**src/hw/rtl/ktc_pkg.sv**
```systemverilog
// ----------------------------------------------------------------------------
// ktc_pkg
// Shared widths, character classes, status codes and the signature table
// of the key token classifier.
// ----------------------------------------------------------------------------
package ktc_pkg;

    // field widths
    localparam int CHAR_W    = 8;
    localparam int LEN_W     = 8;
    localparam int CLS_W     = 7;
    localparam int STAT_W    = 2;
    localparam int KIND_W    = 3;
    localparam int PLEN_W    = 4;

    // signature table shape
    localparam int NUM_SIGS  = 6;
    localparam int SIG_CHARS = 8;

    localparam logic [CHAR_W-1:0] SEP_RESET = 8'd44;
    localparam logic [LEN_W-1:0]  LEN_MAX   = 8'd255;

    // character class bits
    localparam logic [CLS_W-1:0] CLS_DIGIT   = 7'h01;
    localparam logic [CLS_W-1:0] CLS_AF_LO   = 7'h02;
    localparam logic [CLS_W-1:0] CLS_GZ_LO   = 7'h04;
    localparam logic [CLS_W-1:0] CLS_AF_UP   = 7'h08;
    localparam logic [CLS_W-1:0] CLS_GZ_UP   = 7'h10;
    localparam logic [CLS_W-1:0] CLS_BRACKET = 7'h20;
    localparam logic [CLS_W-1:0] CLS_OTHER   = 7'h40;

    // verdict status codes
    typedef enum logic [STAT_W-1:0] {
        ST_MATCH   = 2'd0,
        ST_EMPTY   = 2'd1,
        ST_NOMATCH = 2'd2
    } t_status;

    // one signature: length range, allowed classes, literal prefix
    typedef struct packed {
        logic [LEN_W-1:0]                 lo_len;
        logic [LEN_W-1:0]                 hi_len;
        logic [CLS_W-1:0]                 allowed;
        logic [PLEN_W-1:0]                plen;
        logic [0:SIG_CHARS-1][CHAR_W-1:0] text;
    } t_sig;

    localparam t_sig SIG_TABLE [NUM_SIGS] = '{
        // slip77
        '{lo_len: 8'd72, hi_len: 8'd72,
          allowed: CLS_DIGIT | CLS_AF_LO | CLS_GZ_LO | CLS_BRACKET, plen: 4'd6,
          text: '{"s", "l", "i", "p", "7", "7", 8'h00, 8'h00}},
        // xpub
        '{lo_len: 8'd111, hi_len: 8'd112,
          allowed: CLS_DIGIT | CLS_AF_LO | CLS_GZ_LO | CLS_AF_UP | CLS_GZ_UP,
          plen: 4'd4,
          text: '{"x", "p", "u", "b", 8'h00, 8'h00, 8'h00, 8'h00}},
        // xprv
        '{lo_len: 8'd111, hi_len: 8'd112,
          allowed: CLS_DIGIT | CLS_AF_LO | CLS_GZ_LO | CLS_AF_UP | CLS_GZ_UP,
          plen: 4'd4,
          text: '{"x", "p", "r", "v", 8'h00, 8'h00, 8'h00, 8'h00}},
        // elip151
        '{lo_len: 8'd7, hi_len: 8'd7,
          allowed: CLS_DIGIT | CLS_AF_LO | CLS_GZ_LO, plen: 4'd7,
          text: '{"e", "l", "i", "p", "1", "5", "1", 8'h00}},
        // 64-hex private key
        '{lo_len: 8'd64, hi_len: 8'd64,
          allowed: CLS_DIGIT | CLS_AF_LO, plen: 4'd0,
          text: '{8'h00, 8'h00, 8'h00, 8'h00, 8'h00, 8'h00, 8'h00, 8'h00}},
        // 66-hex public key
        '{lo_len: 8'd66, hi_len: 8'd66,
          allowed: CLS_DIGIT | CLS_AF_LO, plen: 4'd0,
          text: '{8'h00, 8'h00, 8'h00, 8'h00, 8'h00, 8'h00, 8'h00, 8'h00}}
    };

    // class of one raw byte
    function automatic logic [CLS_W-1:0] class_of(input logic [CHAR_W-1:0] c);
        logic [CLS_W-1:0] cls;
        if (c >= "0" && c <= "9") begin
            cls = CLS_DIGIT;
        end else if (c >= "a" && c <= "f") begin
            cls = CLS_AF_LO;
        end else if (c >= "g" && c <= "z") begin
            cls = CLS_GZ_LO;
        end else if (c >= "A" && c <= "F") begin
            cls = CLS_AF_UP;
        end else if (c >= "G" && c <= "Z") begin
            cls = CLS_GZ_UP;
        end else if (c == "(" || c == ")") begin
            cls = CLS_BRACKET;
        end else begin
            cls = CLS_OTHER;
        end
        return cls;
    endfunction

endpackage

```
**src/hw/rtl/ktc_if.sv**
```systemverilog
// ----------------------------------------------------------------------------
// ktc_if
// Valid/ready channels of the key token classifier: separator write,
// character input and verdict output.
// ----------------------------------------------------------------------------

// separator register write channel
interface ktc_cfg_if;
    logic                        valid;
    logic                        ready;
    logic [ktc_pkg::CHAR_W-1:0]  data;

    modport source (output valid, output data, input ready);
    modport sink   (input valid, input data, output ready);
endinterface

// character input channel
interface ktc_in_if;
    logic                        valid;
    logic                        ready;
    logic [ktc_pkg::CHAR_W-1:0]  char_code;
    logic                        end_of_text;

    modport source (output valid, output char_code, output end_of_text, input ready);
    modport sink   (input valid, input char_code, input end_of_text, output ready);
endinterface

// verdict output channel
interface ktc_out_if;
    logic                        valid;
    logic                        ready;
    logic [ktc_pkg::STAT_W-1:0]  status;
    logic [ktc_pkg::KIND_W-1:0]  key_kind;
    logic [ktc_pkg::LEN_W-1:0]   token_length;
    logic [ktc_pkg::CLS_W-1:0]   class_mask;

    modport source (output valid, output status, output key_kind,
                    output token_length, output class_mask, input ready);
    modport sink   (input valid, input status, input key_kind,
                    input token_length, input class_mask, output ready);
endinterface

```
**src/hw/rtl/key_token_classifier_core.sv**
```systemverilog
// ----------------------------------------------------------------------------
// key_token_classifier_core
// Builds tokens from a character stream and classifies each closed token
// against a fixed table of key signatures.
// ----------------------------------------------------------------------------
// Usage:
//   i_in    one character request per cycle (char_code, end_of_text). A byte
//           other than the separator extends the current token; the separator
//           or end_of_text closes it and produces one verdict.
//   o_out   one verdict per closed token: status, key_kind, token_length and
//           class_mask, held in an output register until taken.
//   i_cfg   writes the separator byte; always ready, used while idle.
// Latency: a verdict is valid in the cycle after its closing request is
//   accepted. Throughput is one request per cycle, set by the single token
//   state update and the table match between the token registers and the
//   output register.
// Stall: while a verdict waits and o_out.ready is low, i_in.ready drops;
//   when the verdict is taken the next request is accepted in the same edge.
// Reset: token length, classes and prefix store clear, the separator returns
//   to ',' and no verdict is pending.
// ----------------------------------------------------------------------------
module key_token_classifier_core #(
    parameter int PREFIX_CHARS = 7
) (
    input  logic       i_clk,
    input  logic       i_rst_n,
    ktc_cfg_if.sink    i_cfg,
    ktc_in_if.sink     i_in,
    ktc_out_if.source  o_out
);
    import ktc_pkg::*;

    localparam int IDX_W = $clog2(PREFIX_CHARS);

    // token state
    logic [CHAR_W-1:0] r_sep;
    logic [LEN_W-1:0]  r_len;
    logic [LEN_W-1:0]  n_len;
    logic [CLS_W-1:0]  r_cls;
    logic [CLS_W-1:0]  n_cls;
    logic [CHAR_W-1:0] r_prefix [PREFIX_CHARS];

    // output register
    logic              r_valid;
    logic              n_valid;
    logic [STAT_W-1:0] r_status;
    logic [KIND_W-1:0] r_kind;
    logic [LEN_W-1:0]  r_out_len;
    logic [CLS_W-1:0]  r_out_cls;

    logic              w_accept;
    logic              w_close;
    logic              w_store;
    t_status           w_status;
    logic [KIND_W-1:0] w_kind;
    logic [NUM_SIGS-1:0] w_hit;
    logic [CHAR_W-1:0] w_char  [SIG_CHARS];
    logic [SIG_CHARS-1:0] w_avail;

    // handshakes
    assign i_cfg.ready = 1'b1;
    assign i_in.ready  = !r_valid || o_out.ready;
    assign w_accept    = i_in.valid && i_in.ready;
    assign w_close     = i_in.end_of_text || (i_in.char_code == r_sep);
    assign w_store     = r_len < LEN_W'(PREFIX_CHARS);

    // separator register
    always_ff @(posedge i_clk) begin
        if (!i_rst_n) begin
            r_sep <= SEP_RESET;
        end else if (i_cfg.valid) begin
            r_sep <= i_cfg.data;
        end
    end

    // next length and classes of an extended token
    always_comb begin
        n_len = (r_len != LEN_MAX) ? r_len + LEN_W'(1) : r_len;
        n_cls = r_cls | class_of(i_in.char_code);
    end

    // token state update
    always_ff @(posedge i_clk) begin
        if (!i_rst_n) begin
            r_len <= '0;
            r_cls <= '0;
            for (int i = 0; i < PREFIX_CHARS; i++) begin
                r_prefix[i] <= '0;
            end
        end else if (w_accept) begin
            if (w_close) begin
                r_len <= '0;
                r_cls <= '0;
                for (int i = 0; i < PREFIX_CHARS; i++) begin
                    r_prefix[i] <= '0;
                end
            end else begin
                r_len <= n_len;
                r_cls <= n_cls;
                if (w_store) begin
                    r_prefix[r_len[IDX_W-1:0]] <= i_in.char_code;
                end
            end
        end
    end

    // stored prefix widened to the table's literal length
    for (genvar g = 0; g < SIG_CHARS; g++) begin : g_char
        if (g < PREFIX_CHARS) begin : g_held
            assign w_char[g]  = r_prefix[g];
            assign w_avail[g] = 1'b1;
        end else begin : g_none
            assign w_char[g]  = '0;
            assign w_avail[g] = 1'b0;
        end
    end

    // per-signature match
    always_comb begin
        for (int k = 0; k < NUM_SIGS; k++) begin
            w_hit[k] = ((r_cls & ~SIG_TABLE[k].allowed) == '0) &&
                       (r_len >= SIG_TABLE[k].lo_len) &&
                       (r_len <= SIG_TABLE[k].hi_len);
            for (int i = 0; i < SIG_CHARS; i++) begin
                if (PLEN_W'(i) < SIG_TABLE[k].plen) begin
                    if (!w_avail[i] || (w_char[i] != SIG_TABLE[k].text[i])) begin
                        w_hit[k] = 1'b0;
                    end
                end
            end
        end
    end

    // first matching entry wins
    always_comb begin
        w_status = ST_NOMATCH;
        w_kind   = '0;
        if (r_len == '0) begin
            w_status = ST_EMPTY;
        end else begin
            for (int k = NUM_SIGS - 1; k >= 0; k--) begin
                if (w_hit[k]) begin
                    w_status = ST_MATCH;
                    w_kind   = KIND_W'(k);
                end
            end
        end
    end

    // output register control
    always_comb begin
        if (w_accept && w_close) begin
            n_valid = 1'b1;
        end else if (o_out.ready) begin
            n_valid = 1'b0;
        end else begin
            n_valid = r_valid;
        end
    end

    always_ff @(posedge i_clk) begin
        if (!i_rst_n) begin
            r_valid <= 1'b0;
        end else begin
            r_valid <= n_valid;
        end
    end

    // verdict payload
    always_ff @(posedge i_clk) begin
        if (w_accept && w_close) begin
            r_status  <= w_status;
            r_kind    <= w_kind;
            r_out_len <= r_len;
            r_out_cls <= r_cls;
        end
    end

    assign o_out.valid        = r_valid;
    assign o_out.status       = r_status;
    assign o_out.key_kind     = r_kind;
    assign o_out.token_length = r_out_len;
    assign o_out.class_mask   = r_out_cls;

endmodule

```
**src/flat_wrapper.sv**
```systemverilog
// flat-port wrapper written by rule: the top's interface ports become plain ports
module key_token_classifier_core_flat import ktc_pkg::*;
#(
    parameter int PREFIX_CHARS = 7
)
  (i_clk, i_rst_n, i_cfg_valid, i_cfg_data, i_cfg_ready, i_in_valid, i_in_char_code, i_in_end_of_text, i_in_ready, o_out_valid, o_out_status, o_out_key_kind, o_out_token_length, o_out_class_mask, o_out_ready);
  ktc_cfg_if i_cfg_i ();
  ktc_in_if i_in_i ();
  ktc_out_if o_out_i ();
  input  logic i_clk;
  input  logic i_rst_n;
  input wire logic [$bits(i_cfg_i.valid)-1:0] i_cfg_valid;
  input wire logic [$bits(i_cfg_i.data)-1:0] i_cfg_data;
  output wire logic [$bits(i_cfg_i.ready)-1:0] i_cfg_ready;
  input wire logic [$bits(i_in_i.valid)-1:0] i_in_valid;
  input wire logic [$bits(i_in_i.char_code)-1:0] i_in_char_code;
  input wire logic [$bits(i_in_i.end_of_text)-1:0] i_in_end_of_text;
  output wire logic [$bits(i_in_i.ready)-1:0] i_in_ready;
  output wire logic [$bits(o_out_i.valid)-1:0] o_out_valid;
  output wire logic [$bits(o_out_i.status)-1:0] o_out_status;
  output wire logic [$bits(o_out_i.key_kind)-1:0] o_out_key_kind;
  output wire logic [$bits(o_out_i.token_length)-1:0] o_out_token_length;
  output wire logic [$bits(o_out_i.class_mask)-1:0] o_out_class_mask;
  input wire logic [$bits(o_out_i.ready)-1:0] o_out_ready;
  assign i_cfg_i.valid = i_cfg_valid;
  assign i_cfg_i.data = i_cfg_data;
  assign i_cfg_ready = i_cfg_i.ready;
  assign i_in_i.valid = i_in_valid;
  assign i_in_i.char_code = i_in_char_code;
  assign i_in_i.end_of_text = i_in_end_of_text;
  assign i_in_ready = i_in_i.ready;
  assign o_out_valid = o_out_i.valid;
  assign o_out_status = o_out_i.status;
  assign o_out_key_kind = o_out_i.key_kind;
  assign o_out_token_length = o_out_i.token_length;
  assign o_out_class_mask = o_out_i.class_mask;
  assign o_out_i.ready = o_out_ready;
  key_token_classifier_core #(.PREFIX_CHARS(PREFIX_CHARS)) u_core (.i_clk(i_clk), .i_rst_n(i_rst_n), .i_cfg(i_cfg_i), .i_in(i_in_i), .o_out(o_out_i));
endmodule
```
**config.mk**
```make
export PLATFORM = sky130hd
export DESIGN_NAME = key_token_classifier_core_flat
export DESIGN_NICKNAME = d
export VERILOG_FILES = /design/src/hw/rtl/ktc_pkg.sv /design/src/hw/rtl/ktc_if.sv /design/src/hw/rtl/key_token_classifier_core.sv /design/src/flat_wrapper.sv
export SDC_FILE = /design/constraint.sdc
export NUM_CORES = 1
export LEC_CHECK = 0
export BUFFER_PORTS_ARGS = -buffer_cell sky130_fd_sc_hd__buf_2
export CAP_MARGIN = 20
export CORE_MARGIN = 3
export CORE_UTILIZATION = 59
export DETAILED_ROUTE_END_ITERATION = 8
export PLACE_DENSITY = 0.8
export SETUP_SLACK_MARGIN = 0.5
export SLEW_MARGIN = 20
export SYNTH_ARGS = -nofsm -noshare
export SYNTH_HDL_FRONTEND = slang
export SYNTH_SLANG_ARGS = --single-unit
```
**constraint.sdc**
```tcl
create_clock -name i_clk -period 2.5 [get_ports i_clk]
set_clock_uncertainty 0.05 [all_clocks]
set_input_delay 0.25 -clock i_clk [delete_from_list [all_inputs] [get_ports i_clk]]
set_output_delay 0.25 -clock i_clk [all_outputs]
set_load 0.01 [all_outputs]
```
==> results of run 1 <==
## worst max path at each step
stage,slack (ps),endpoint,cells after the start,start
CTS,430,u_core.r_prefix[4][6],5,u_core.r_sep[2]
global route,320,u_core.r_prefix[4][4],5,u_core.r_len[5]
floorplan,450,u_core.r_prefix[4][0],5,u_core.r_len[6]
global placement,240,u_core.r_prefix[1][0],6,i_in_char_code[2]
finish,390,u_core.r_prefix[0][2],6,u_core.o_out.valid
detailed placement,170,u_core.r_prefix[1][4],6,i_in_char_code[2]
## cell usage in the layout (no fill, tap or decap), types with 3 or more instances in the layout
cell type,instances
sky130_fd_sc_hd__buf_4,24
sky130_fd_sc_hd__nand2_1,15
sky130_fd_sc_hd__nor2b_1,10
sky130_fd_sc_hd__nor3_4,5
sky130_fd_sc_hd__nor4bb_1,4
sky130_fd_sc_hd__nand3_1,10
sky130_fd_sc_hd__buf_6,6
sky130_fd_sc_hd__or2_4,7
sky130_fd_sc_hd__nor4b_2,4
sky130_fd_sc_hd__and2_1,38
sky130_fd_sc_hd__nor2_1,24
sky130_fd_sc_hd__nor3_1,4
sky130_fd_sc_hd__and2_4,21
sky130_fd_sc_hd__dfxtp_2,12
sky130_fd_sc_hd__o31ai_1,3
sky130_fd_sc_hd__dfxtp_1,11
sky130_fd_sc_hd__and3_1,5
sky130_fd_sc_hd__o21ai_0,6
sky130_fd_sc_hd__a31oi_1,3
sky130_fd_sc_hd__buf_2,43
sky130_fd_sc_hd__inv_1,5
sky130_fd_sc_hd__and4b_1,3
sky130_fd_sc_hd__nor4_4,6
sky130_fd_sc_hd__edfxtp_1,76
sky130_fd_sc_hd__mux2i_1,9
sky130_fd_sc_hd__xor2_2,8
sky130_fd_sc_hd__clkbuf_8,10
sky130_fd_sc_hd__a21oi_1,7
sky130_fd_sc_hd__a211oi_1,4
sky130_fd_sc_hd__or3_1,4
sky130_fd_sc_hd__nand4_1,10
sky130_fd_sc_hd__clkbuf_16,3
## flip-flops by register name, summed over array words and instances (netlist names)
| name | flops |
|---|---|
| u_core.o_out.class_mask | 7 |
| u_core.o_out.key_kind | 3 |
| u_core.o_out.status | 2 |
| u_core.o_out.token_length | 8 |
| u_core.o_out.valid | 1 |
| u_core.r_cls | 7 |
| u_core.r_len | 8 |
| u_core.r_prefix | 56 |
| u_core.r_sep | 8 |
## timing repair
item,4_1_cts,5_1_grt
setup buffers,7,4
pin swaps,11,10
endpoints found under the setup margin,127,117
resized for setup,30,33
hold buffers,0,0
## layer usage
metal / part of all wire, % / wire length (um)
met5: 0 / 0
met4: 3.2 / 351
met3: 6.2 / 670
met2: 50 / 5380
met1: 41 / 4460
## final cells by class
class,count,area [sq um],share of cell area (%)
Clock inverter,3,43.8,0.773
Timing Repair Buffer,75,503,8.88
Sequential cell,100,2780,49.1
Clock buffer,13,213,3.75
Inverter,5,18.8,0.331
Multi-Input combinational cell,247,1980,35.0
Tap cell,99,124,2.19
## stage by stage
step           instance area (sq um)  worst slack, ps  power [W]  std cells
2_1_floorplan                   4640              451    0.00209        370
3_3_place_gp                    5050              243    0.00219        515
3_5_place_dp                    5050              173    0.00220        515
4_1_cts                         5510              427    0.00343        538
5_1_grt                         5670              319    0.00354        542
6_report                        5670              387    0.00345        542
## kinds of logic after synthesis
group                    count (synthesis)
AND/OR/NAND/NOR                        191
flip-flops                             100
multiplexers                             9
adder cells (fa/ha/maj)                  3
XOR/XNOR                                10
buffers and inverters                   23
AO/OA/AOI/OAI                           33
other                                    1
## report_power, final
part / switching (W) / leakage [nW] / internal, W
registers: 0.0000451 / 0.991 / 0.00186
logic: 0.000180 / 1.07 / 0.000126
clock network: 0.000564 / 0.131 / 0.000675
## tightest hold or removal path, cell delays in order
cell and delay, ps:
sky130_fd_sc_hd__buf_2 70, sky130_fd_sc_hd__mux2i_1 60, sky130_fd_sc_hd__nand2_1 60
==> summary.log, run 1 <==
qor: yosys.yosysSeqAreaShare 60.3%
qor: timing.setup-violations-final 0
qor: timing.final_max_slew_viol_count 0
qor: floorplanning.die_x 94.1 um
qor: global_route.grt_antenna_before_repair 0
qor: clock_tree.clk_root_buffer_cell sky130_fd_sc_hd__clkbuf_8
qor: cells_and_area.layout.nets 463
qor: worst_setup_path.critical_path.reg2reg.startpoint u_core.o_out.valid
qor: worst_setup_path.crit_family simple AND/OR/NAND/NOR gates
qor: hold_path.hold_path_class primary input to flip-flop
qor: global_route.pin_count_of_the_biggest_net_entering_global_routing 17
qor: timing.slew_headroom 64.0%
qor: yosys.number_of_unique_standard_cell_types_used_by_synthesis 56
qor: power.cellPowerDensity 609 mW/mm^2
qor: worst_setup_path.crit-reg2reg-capture u_core.r_prefix[0][2]
qor: yosys.netlist_top_cells_count sky130_fd_sc_hd__edfxtp_1, sky130_fd_sc_hd__and2_1, sky130_fd_sc_hd__nor2_1
qor: global_route.first_pass_grt_wire_length 16600 um
qor: cells_and_area.n_antenna_cell 0
qor: worst_setup_path.cp-start-kind flip-flop
qor: floorplanning.fp.dieH 94.1 um
qor: yosys.yosysWarningCount 0
qor: global_route.grt_use_met1 33.0%
qor: yosys.area_share_of_xor_xnor_cells_in_the_synthesized_design 2.07%
qor: yosys.synth_largest_area_cell sky130_fd_sc_hd__edfxtp_1
qor: placed_design.post-dp-hpwl 7060 um
qor: cells_and_area.finalCoreUtilization 76.5%
qor: worst_setup_path.critPathRequiredTime 2530 ps
qor: yosys.yosys.area_share.adder 0.819%
qor: yosys.post_syn_area_per_cell 12.4 sq um
qor: route.viasPerCell 6.11
qor: floorplanning.die_area 0.00886 sq mm
qor: worst_setup_path.path_cells or2b_4 > nand3_1 > a2111o_4 > buf_4 > nor4_4 > or2_4
qor: yosys.netlist_top_cells_area sky130_fd_sc_hd__edfxtp_1, sky130_fd_sc_hd__dfxtp_1, sky130_fd_sc_hd__and2_1, sky130_fd_sc_hd__nor2_1, sky130_fd_sc_hd__mux2i_1
qor: worst_setup_path.rr_worst_depth 6
qor: flow_run.drv.max_cap_violation_count 0
qor: yosys.synthMuxAreaShare 1.97%
qor: yosys.ys_seq_elements 100
qor: route.drt_first_iter_violations 271
qor: yosys.syn-cell-area 0.00458 sq mm
qor: route.route.detailed.drc 0
qor: clock_tree.clk_latency 370 ps
qor: clock_tree.clk_pin_slew_worst_paths 90 ps
qor: hold_path.whs_path_depth 3
qor: worst_setup_path.cpPeakStageDelay 480 ps
qor: cells_and_area.filler_cell_count 432
qor: clock_tree.cts_made_buffers 9
qor: timing.hold_ws 49.2 ps
qor: run_status.outcome complete, no violations
qor: global_route.grt_busiest_layer met2
qor: timing.worstMarginPinSlew 532 ps
qor: global_route.grt_use_met3 3.21%
qor: worst_setup_path.critical_path.n_buffers_inverters 1
qor: timing.timing.fmax 0.473 GHz
qor: route.final_antenna_net_count 0
qor: yosys.ys_flop_type sky130_fd_sc_hd__edfxtp_1
qor: timing.finalSetupTns 0 ps
qor: floorplanning.placementRows 31
qor: floorplanning.placeableCoreArea 0.00741 sq mm
qor: clock_tree.clock_tree.htree_level_count 3
qor: floorplanning.initial_utilization 61.9%
qor: timing.min_period_over_period 84.5%
qor: yosys.synth_compound_area_share 5.05%
qor: clock_tree.cts.sinks 100
qor: worst_setup_path.data_arrival_at_the_endpoint_of_the_critical_path 2140 ps
qor: placed_design.gp_routability_congestion 0.822
qor: yosys.synth_enable_flop_cells 76
qor: cells_and_area.flow.area_growth_from_synthesis 23.6%
qor: hold_path.min-delay-start i_cfg_data[5]
qor: timing.grt_setup_unrepaired true
qor: route.route.vias.total 3313
qor: clock_tree.cts_tree done
qor: clock_tree.ctsLongestPathBuffers 2
qor: cells_and_area.drive_above_1_share 37.9%
qor: worst_setup_path.endpoint_kind flip-flop
qor: power.p_leak 2.19 nW
qor: yosys.synth-simple-area-share 27.3%
qor: placed_design.port-buffer-count 43
qor: yosys.post_syn_nets 395
qor: global_route.groute.layer.met2.usage 41.8%
qor: timing.timing.final.crit_period 2110 ps
qor: yosys.synthMostInstantiatedCell sky130_fd_sc_hd__edfxtp_1
qor: worst_setup_path.worst_path_max_delay_cell sky130_fd_sc_hd__a2111o_4
qor: worst_setup_path.critPathMaxFanout 8
qor: power.vdd_drop_max 0.374 mV
qor: floorplanning.ioPinCount 45
qor: yosys.yosys.area.top_type_share 49.8%
qor: worst_setup_path.r2r_setup_slack 390 ps
qor: hold_path.min_delay_worst_endpoint u_core.r_sep[5]
qor: global_route.first_global_vias 3132
qor: yosys.combinational_family_with_the_most_area_after_synthesis simple AND/OR/NAND/NOR gates
qor: route.drt_pass_1_iters 5
qor: timing.final-hold-violation-count 0
qor: global_route.grt_remaining_overflow 0
qor: worst_setup_path.worst-setup-path-type flip-flop to flip-flop
qor: route.detail_route.wirelength 10900 um
qor: route.drt-wirelength-per-cell 20.0 um
qor: yosys.syn_inst 370
qor: yosys.synth_async_sr_flop_share 0%
qor: global_route.grt_usage 25.0%
No activity file was read; power rests on OpenSTA's default activity.
==> run 2: changes to the inputs <==
- clock period: 2.5 -> 2 ns (I/O delays scaled with it)
==> run 2 against run 1 <==
Against the previous run:
- the flow now finishes with violations (negative setup slack)
- power rose by 18%
- design area rose by 3.2%
- count of clock-buffer cells in the layout fell by 3
- die area did not move
- critical path type unchanged
- highest routed layer unchanged
==> summary.log, run 2 (synthesis gave the netlist of run 1 again) <==
qor: run_status.outcome finished with violations [was complete, no violations]
qor: run_status.failed_checks negative setup slack
qor: global_route.first_global_vias 3180 [was 3132]
qor: global_route.pin_count_of_the_biggest_net_entering_global_routing 21 [was 17]
qor: placed_design.gp_routability_congestion 0.842 [was 0.822]
qor: clock_tree.clk_pin_slew_worst_paths 90 ps [about the same]
qor: floorplanning.placeableCoreArea 0.00741 sq mm [unchanged]
qor: worst_setup_path.cpPeakStageDelay 460 ps [was 480 ps]
qor: worst_setup_path.r2r_setup_slack -160 ps [was 390 ps]
qor: global_route.first_pass_grt_wire_length 15800 um [was 16600 um]
qor: clock_tree.clk_latency 370 ps [about the same]
qor: placed_design.post-dp-hpwl 7150 um [was 7060 um]
qor: cells_and_area.layout.cells.most_common sky130_fd_sc_hd__edfxtp_1 [unchanged]
qor: cells_and_area.finalCoreUtilization 78.9% [was 76.5%]
qor: timing.min_period_over_period 108% [was 84.5%]
qor: placed_design.port-buffer-count 43 [unchanged]
qor: cells_and_area.largest_register_ff_count 56 [unchanged]
qor: timing.setup-violations-final 139 [was 0]
qor: worst_setup_path.critical_path.reg2reg.startpoint u_core.r_sep[3] [was u_core.o_out.valid]
qor: global_route.grt_remaining_overflow 0 [unchanged]
qor: floorplanning.placementRows 31 [unchanged]
qor: clock_tree.cts_tree done [unchanged]
qor: clock_tree.clk_root_buffer_cell sky130_fd_sc_hd__clkbuf_8 [unchanged]
qor: floorplanning.die_area 0.00886 sq mm [unchanged]
qor: cells_and_area.n_antenna_cell 0 [unchanged]
qor: hold_path.hold_path_class primary input to flip-flop [unchanged]
qor: flow_run.drv.max_cap_violation_count 0 [unchanged]
qor: worst_setup_path.endpoint_kind flip-flop [unchanged]
qor: power.power.share.switching 24.2% [was 22.8%]
qor: route.final_antenna_net_count 0 [unchanged]
qor: power.power_frac_seq 58.4% [was 55.3%]
qor: cells_and_area.fin_cells 562 [was 542]
qor: cells_and_area.max_flop_register u_core.r_prefix [unchanged]
qor: worst_setup_path.cp-start-kind flip-flop [unchanged]
qor: worst_setup_path.critPathRequiredTime 2020 ps [was 2530 ps]
qor: global_route.grt_antenna_before_repair 0 [unchanged]
qor: power.p_switching 0.000984 W [was 0.000789 W]
qor: route.drt-wirelength-per-cell 19.5 um [was 20.0 um]
qor: worst_setup_path.crit_path_start u_core.r_sep[3] [was u_core.o_out.valid]
qor: worst_setup_path.crit-reg2reg-capture u_core.r_prefix[0][1] [was u_core.r_prefix[0][2]]
qor: floorplanning.initial_utilization 61.9% [unchanged]
qor: worst_setup_path.path_cells xor2_1 > nor4_2 > buf_4 > a21oi_2 > o21ai_2 > buf_6 > or2_4 [was or2b_4 > nand3_1 > a2111o_4 > buf_4 > nor4_4 > or2_4]
qor: timing.timing.fmax 0.463 GHz [was 0.473 GHz]
qor: placed_design.placed_cells_incl_taps 535 [was 515]
qor: worst_setup_path.crit_path_end u_core.r_prefix[0][1] [was u_core.r_prefix[0][2]]
qor: route.detail_route.wirelength 11000 um [was 10900 um]
qor: clock_tree.cts_made_buffers 9 [unchanged]
qor: power.vdd_drop_max 0.431 mV [was 0.374 mV]
qor: clock_tree.cts.sinks 100 [unchanged]
qor: timing.fin_ws -161 ps [was 387 ps]
qor: worst_setup_path.critPathMaxFanout 8 [unchanged]
qor: power.p_int 0.00309 W [was 0.00266 W]
qor: cells_and_area.flow.area_growth_from_synthesis 27.6% [was 23.6%]
qor: cells_and_area.layout.nets 483 [was 463]
qor: clock_tree.clock_tree.htree_level_count 3 [unchanged]
qor: timing.grt_setup_unrepaired true [unchanged]
qor: worst_setup_path.data_arrival_at_the_endpoint_of_the_critical_path 2180 ps [was 2140 ps]
qor: worst_setup_path.worst_path_max_delay_cell sky130_fd_sc_hd__nor4_2 [was sky130_fd_sc_hd__a2111o_4]
qor: floorplanning.die_x 94.1 um [unchanged]
qor: timing.final_max_slew_viol_count 0 [unchanged]
qor: worst_setup_path.worst-setup-path-type flip-flop to flip-flop [unchanged]
qor: route.viasPerCell 6.02 [was 6.11]
qor: global_route.grt_usage 23.9% [was 25.0%]
qor: power.cellPowerDensity 697 mW/mm^2 [was 609 mW/mm^2]
qor: power.share_comb_of_total_power 10.5% [was 8.9%]
qor: floorplanning.fp.dieH 94.1 um [unchanged]
qor: clock_tree.ctsLongestPathBuffers 2 [unchanged]
qor: timing.timing.final.crit_period 2160 ps [was 2110 ps]
qor: floorplanning.ioPinCount 45 [unchanged]
qor: power.clock_power_share 31.1% [was 35.9%]
qor: cells_and_area.drive_above_1_share 44.5% [was 37.9%]
qor: worst_setup_path.rr_worst_depth 7 [was 6]
qor: route.drt_first_iter_violations 322 [was 271]
qor: route.route.detailed.drc 0 [unchanged]
qor: route.drt_pass_1_iters 6 [was 5]
qor: route.route.vias.total 3384 [was 3313]
qor: timing.final-hold-violation-count 0 [unchanged]
qor: cells_and_area.final_cell_mix sky130_fd_sc_hd__edfxtp_1, sky130_fd_sc_hd__buf_2, sky130_fd_sc_hd__and2_4, sky130_fd_sc_hd__buf_4, sky130_fd_sc_hd__and2_1 [was sky130_fd_sc_hd__edfxtp_1, sky130_fd_sc_hd__buf_2, sky130_fd_sc_hd__and2_1]
qor: power.p_leak 2.29 nW [was 2.19 nW]
[run 2: cell types whose count changed in the layout (fill, tap and decap cells not counted), moves of 4 or more]
cell / delta
sky130_fd_sc_hd__a21oi_2: +4
sky130_fd_sc_hd__a21oi_1: -4
sky130_fd_sc_hd__buf_4: +10
sky130_fd_sc_hd__and2_1: -13
sky130_fd_sc_hd__buf_6: +8
sky130_fd_sc_hd__and2_4: +13
sky130_fd_sc_hd__xor2_2: -4
sky130_fd_sc_hd__xor2_1: +4
[run 2: how the worst min path moves through the flow]
stage	to	cells past startpoint	startpoint	slack, ps
floorplan	u_core.r_sep[2]	2	i_cfg_data[2]	280
global placement	u_core.r_sep[3]	3	i_cfg_data[3]	370
detailed placement	u_core.r_sep[2]	3	i_cfg_data[2]	370
CTS	u_core.r_sep[3]	3	i_cfg_data[3]	7
global route	u_core.r_sep[3]	3	i_cfg_data[3]	20
finish	u_core.r_sep[3]	3	i_cfg_data[3]	7
[run 2: repair_timing]
item / CTS / global route
gates cloned: 0 / 2
setup endpoints to repair: 153 / 153
endpoints found under the hold margin: 2 / 0
setup buffers: 0 / 7
gates resized for setup: 34 / 50
pin swaps: 11 / 18
hold buffers: 2 / 0
[run 2: metrics by stage]
stage          instance area (sq um)  setup TNS [ps]  hold slack, ps  total power (W)  setup WS, ps
2_1_floorplan                   4700           -1930             279          0.00263         -48.4
3_3_place_gp                    5250          -10760             366          0.00277          -120
3_5_place_dp                    5250          -11120             374          0.00278          -139
4_1_cts                         5600           -8550            7.32          0.00402          -107
5_1_grt                         5850          -20900            24.6          0.00420          -233
6_report                        5850          -11770            7.26          0.00408          -161
[run 2: routing by layer]
| metal | vias to the layer above | share of wire [%] | GRT usage (%) |
|---|---|---|---|
| li1 | 1523 | - | - |
| met1 | 1635 | 39 | 30.7 |
| met2 | 193 | 51 | 41.0 |
| met3 | 33 | 7.3 | 2.88 |
| met4 | 0 | 3.0 | 9.63 |
| met5 | - | 0 | 0 |
[run 2: cell type report]
class | count | area [sq um]
Sequential cell | 100 | 2780
Multi-Input combinational cell | 247 | 2030
Fill cell | 410 | 1560
Timing Repair Buffer | 95 | 703
Clock buffer | 10 | 128
Tap cell | 99 | 124
Clock inverter | 6 | 62.6
Inverter | 5 | 22.5
[run 2: critical path, delay by kind of cell, from the launching register on]
| family | cells | cell delay [ps] |
|---|---|---|
| and+or+nand+nor | 2 | 650 |
| xor gates and xnor gates | 1 | 160 |
| buffers and inverters | 2 | 390 |
| DFF | 1 | 340 |
| AOI/OAI and AO/OA | 2 | 280 |
[run 2: power by group through the flow]
stage          sequential [W]  clock [W]  combinational, W
2_1_floorplan         0.00241          0          0.000215
3_3_place_gp          0.00241          0          0.000355
3_5_place_dp          0.00242          0          0.000363
4_1_cts               0.00238    0.00126          0.000380
5_1_grt               0.00239    0.00135          0.000456
6_report              0.00238    0.00127          0.000426
==> run 3: changes to the inputs <==
- SETUP_SLACK_MARGIN: 0.5 -> 0.15
==> run 3 against run 2 <==
Against the previous run:
- the run still ends with negative setup slack left
- power up 3.0%
- sequential share of layout area decreased by 0.53 points
- sequential cell count stayed put
- register-to-register slack improved by 120 ps
- first-iteration DRC count fell by 31%
- count of clock-buffer cells in the layout increased by 3
- critical endpoint is now u_core.r_len[7]
- largest cell class unchanged
==> summary.log, run 3 (synthesis gave the netlist of run 1 again) <==
qor: run_status.outcome finished with violations [unchanged]
qor: run_status.failed_checks negative setup slack [unchanged]
qor: clock_tree.cts.sinks 100 [unchanged]
qor: worst_setup_path.data_arrival_at_the_endpoint_of_the_critical_path 2290 ps [was 2180 ps]
qor: placed_design.placed_area 0.00529 sq mm [was 0.00525 sq mm]
qor: floorplanning.initial_utilization 61.9% [unchanged]
qor: cells_and_area.filler_cell_count 420 [was 410]
qor: timing.final_max_slew_viol_count 0 [unchanged]
qor: global_route.grt_remaining_overflow 0 [unchanged]
qor: worst_setup_path.worst-setup-path-type flip-flop to flip-flop [unchanged]
qor: floorplanning.ioPinCount 45 [unchanged]
qor: clock_tree.ctsLongestPathBuffers 2 [unchanged]
qor: timing.grt_setup_unrepaired true [unchanged]
qor: global_route.first_pass_grt_wire_length 17000 um [was 15800 um]
qor: placed_design.detailedPlace.worstSlack -140 ps [was -139 ps]
qor: worst_setup_path.critPathRequiredTime 2250 ps [was 2020 ps]
qor: clock_tree.clk_latency 360 ps [was 370 ps]
qor: route.route.vias.total 3301 [was 3384]
qor: global_route.grt_antenna_before_repair 0 [unchanged]
qor: timing.timing.final.crit_period 2040 ps [was 2160 ps]
qor: worst_setup_path.critPathMaxFanout 4 [was 8]
qor: worst_setup_path.endpoint_kind flip-flop [unchanged]
qor: placed_design.post-dp-hpwl 7320 um [was 7150 um]
qor: clock_tree.clk_pin_slew_worst_paths 100 ps [was 90 ps]
qor: timing.setup-violations-final 20 [was 139]
qor: cells_and_area.finalCoreUtilization 79.7% [was 78.9%]
qor: flow_run.drv.max_cap_violation_count 0 [unchanged]
qor: clock_tree.clk_root_buffer_cell sky130_fd_sc_hd__clkbuf_8 [unchanged]
qor: floorplanning.die_x 94.1 um [unchanged]
qor: worst_setup_path.cp-start-kind flip-flop [unchanged]
qor: cells_and_area.final_cell_area 0.00591 sq mm [was 0.00585 sq mm]
qor: floorplanning.die_area 0.00886 sq mm [unchanged]
qor: cells_and_area.drive_above_1_share 45.9% [was 44.5%]
qor: global_route.pin_count_of_the_biggest_net_entering_global_routing 21 [unchanged]
qor: cells_and_area.max_flop_register u_core.r_prefix [unchanged]
qor: cells_and_area.n_antenna_cell 0 [unchanged]
qor: route.detail_route.wirelength 10500 um [was 11000 um]
qor: route.drt_first_iter_violations 222 [was 322]
qor: cells_and_area.layout.cells.most_common sky130_fd_sc_hd__edfxtp_1 [unchanged]
qor: route.drt-wirelength-per-cell 18.3 um [was 19.5 um]
qor: power.cellPowerDensity 711 mW/mm^2 [was 697 mW/mm^2]
qor: clock_tree.cts_tree done [unchanged]
qor: timing.min_period_over_period 102% [was 108%]
qor: route.route.detailed.drc 0 [unchanged]
qor: cells_and_area.largest_register_ff_count 56 [unchanged]
qor: floorplanning.placementRows 31 [unchanged]
qor: route.final_antenna_net_count 0 [unchanged]
qor: timing.finalSetupTns -192 ps [was -11770 ps]
qor: clock_tree.cts_made_buffers 9 [unchanged]
qor: clock_tree.clock_tree.htree_level_count 3 [unchanged]
qor: placed_design.gp_routability_congestion 0.805 [was 0.842]
qor: route.viasPerCell 5.77 [was 6.02]
qor: cells_and_area.layout.nets 493 [was 483]
qor: timing.timing.fmax 0.490 GHz [was 0.463 GHz]
qor: power.p_leak 2.33 nW [was 2.29 nW]
qor: global_route.grt_usage 25.7% [was 23.9%]
qor: cells_and_area.flow.area_growth_from_synthesis 28.9% [was 27.6%]
qor: hold_path.hold_path_class primary input to flip-flop [unchanged]
qor: cells_and_area.final_cell_mix sky130_fd_sc_hd__edfxtp_1, sky130_fd_sc_hd__buf_4, sky130_fd_sc_hd__buf_2 [was sky130_fd_sc_hd__edfxtp_1, sky130_fd_sc_hd__buf_2, sky130_fd_sc_hd__and2_4, sky130_fd_sc_hd__buf_4, sky130_fd_sc_hd__and2_1]
qor: floorplanning.placeableCoreArea 0.00741 sq mm [unchanged]
qor: placed_design.port-buffer-count 43 [unchanged]
qor: timing.final-hold-violation-count 0 [unchanged]
qor: route.drt_pass_1_iters 5 [was 6]
qor: floorplanning.fp.dieH 94.1 um [unchanged]
qor: power.vdd_drop_max 0.478 mV [was 0.431 mV]
qor: power.design_power_total 0.00420 W [was 0.00408 W]
qor: timing.fin_ws -41.6 ps [was -161 ps]
qor: global_route.first_global_vias 3418 [was 3180]
==> run 3: cell types whose count changed in the layout (fill, tap and decap cells not counted), moves of 4 or more <==
cell and change:
sky130_fd_sc_hd__xor2_1 -4, sky130_fd_sc_hd__buf_4 +20, sky130_fd_sc_hd__buf_6 -8, sky130_fd_sc_hd__xor2_2 +4
==> run 3: final timing paths <==
kind / cells past startpoint / to / start / slack, ps
worst max-delay path: 7 / u_core.r_len[7] / u_core.r_sep[7] / -40
worst max register to register: 7 / u_core.r_len[7] / u_core.r_sep[7] / -40
worst min-delay path: 3 / u_core.r_sep[2] / i_cfg_data[2] / 20
worst min register to register: 0 / u_core.o_out.class_mask[0] / u_core.r_cls[0] / 400
==> run 3: cell type report <==
class | count | area, sq um | area share, %
flip-flops and latches | 100 | 2780 | 47.0
multi-input cells | 247 | 2040 | 34.5
repair buffers | 105 | 718 | 12.2
clock buffers | 13 | 213 | 3.60
well taps | 99 | 124 | 2.10
clock inverters | 3 | 20.0 | 0.339
inverters | 5 | 18.8 | 0.318
==> run 3: repair_timing <==
| action | 4_1_cts | 5_1_grt |
|---|---|---|
| pin swaps | 40 | 9 |
| setup endpoints to repair | 145 | 149 |
| setup buffers | 7 | 1 |
| resized for setup | 72 | 8 |
| hold endpoints to repair | 1 | 0 |
| hold buffers | 1 | 0 |
==> run 3: through the flow <==
| step | hold WS (ps) | instances |
|---|---|---|
| floorplan | 279 | 370 |
| global placement | 365 | 547 |
| detailed placement | 372 | 547 |
| CTS | 0.150 | 571 |
| global route | 9.03 | 572 |
| finish | 16.8 | 572 |
==> run 3: worst max-delay path: stages (launching register included) <==
cell and delay [ps]:
sky130_fd_sc_hd__dfxtp_2 350, sky130_fd_sc_hd__xor2_2 180, sky130_fd_sc_hd__nor4_4 380, sky130_fd_sc_hd__buf_4 190, sky130_fd_sc_hd__a211oi_1 60, sky130_fd_sc_hd__buf_4 170, sky130_fd_sc_hd__or4_4 480, sky130_fd_sc_hd__a21oi_2 130
==> run 3: where the power goes <==
| part | internal (W) | leakage (nW) | switching [W] |
|---|---|---|---|
| logic | 0.000192 | 1.22 | 0.000241 |
| registers | 0.00233 | 0.989 | 0.0000489 |
| clock network | 0.000716 | 0.121 | 0.000675 |
==> run 3: metal layers <==
metal / wire length [um] / up-vias / track usage (%)
li1: - / 1537 / -
met1: 3960 / 1580 / 32.1
met2: 5580 / 161 / 45.0
met3: 755 / 23 / 5.21
met4: 180 / 0 / 7.82
met5: 0 / - / 0
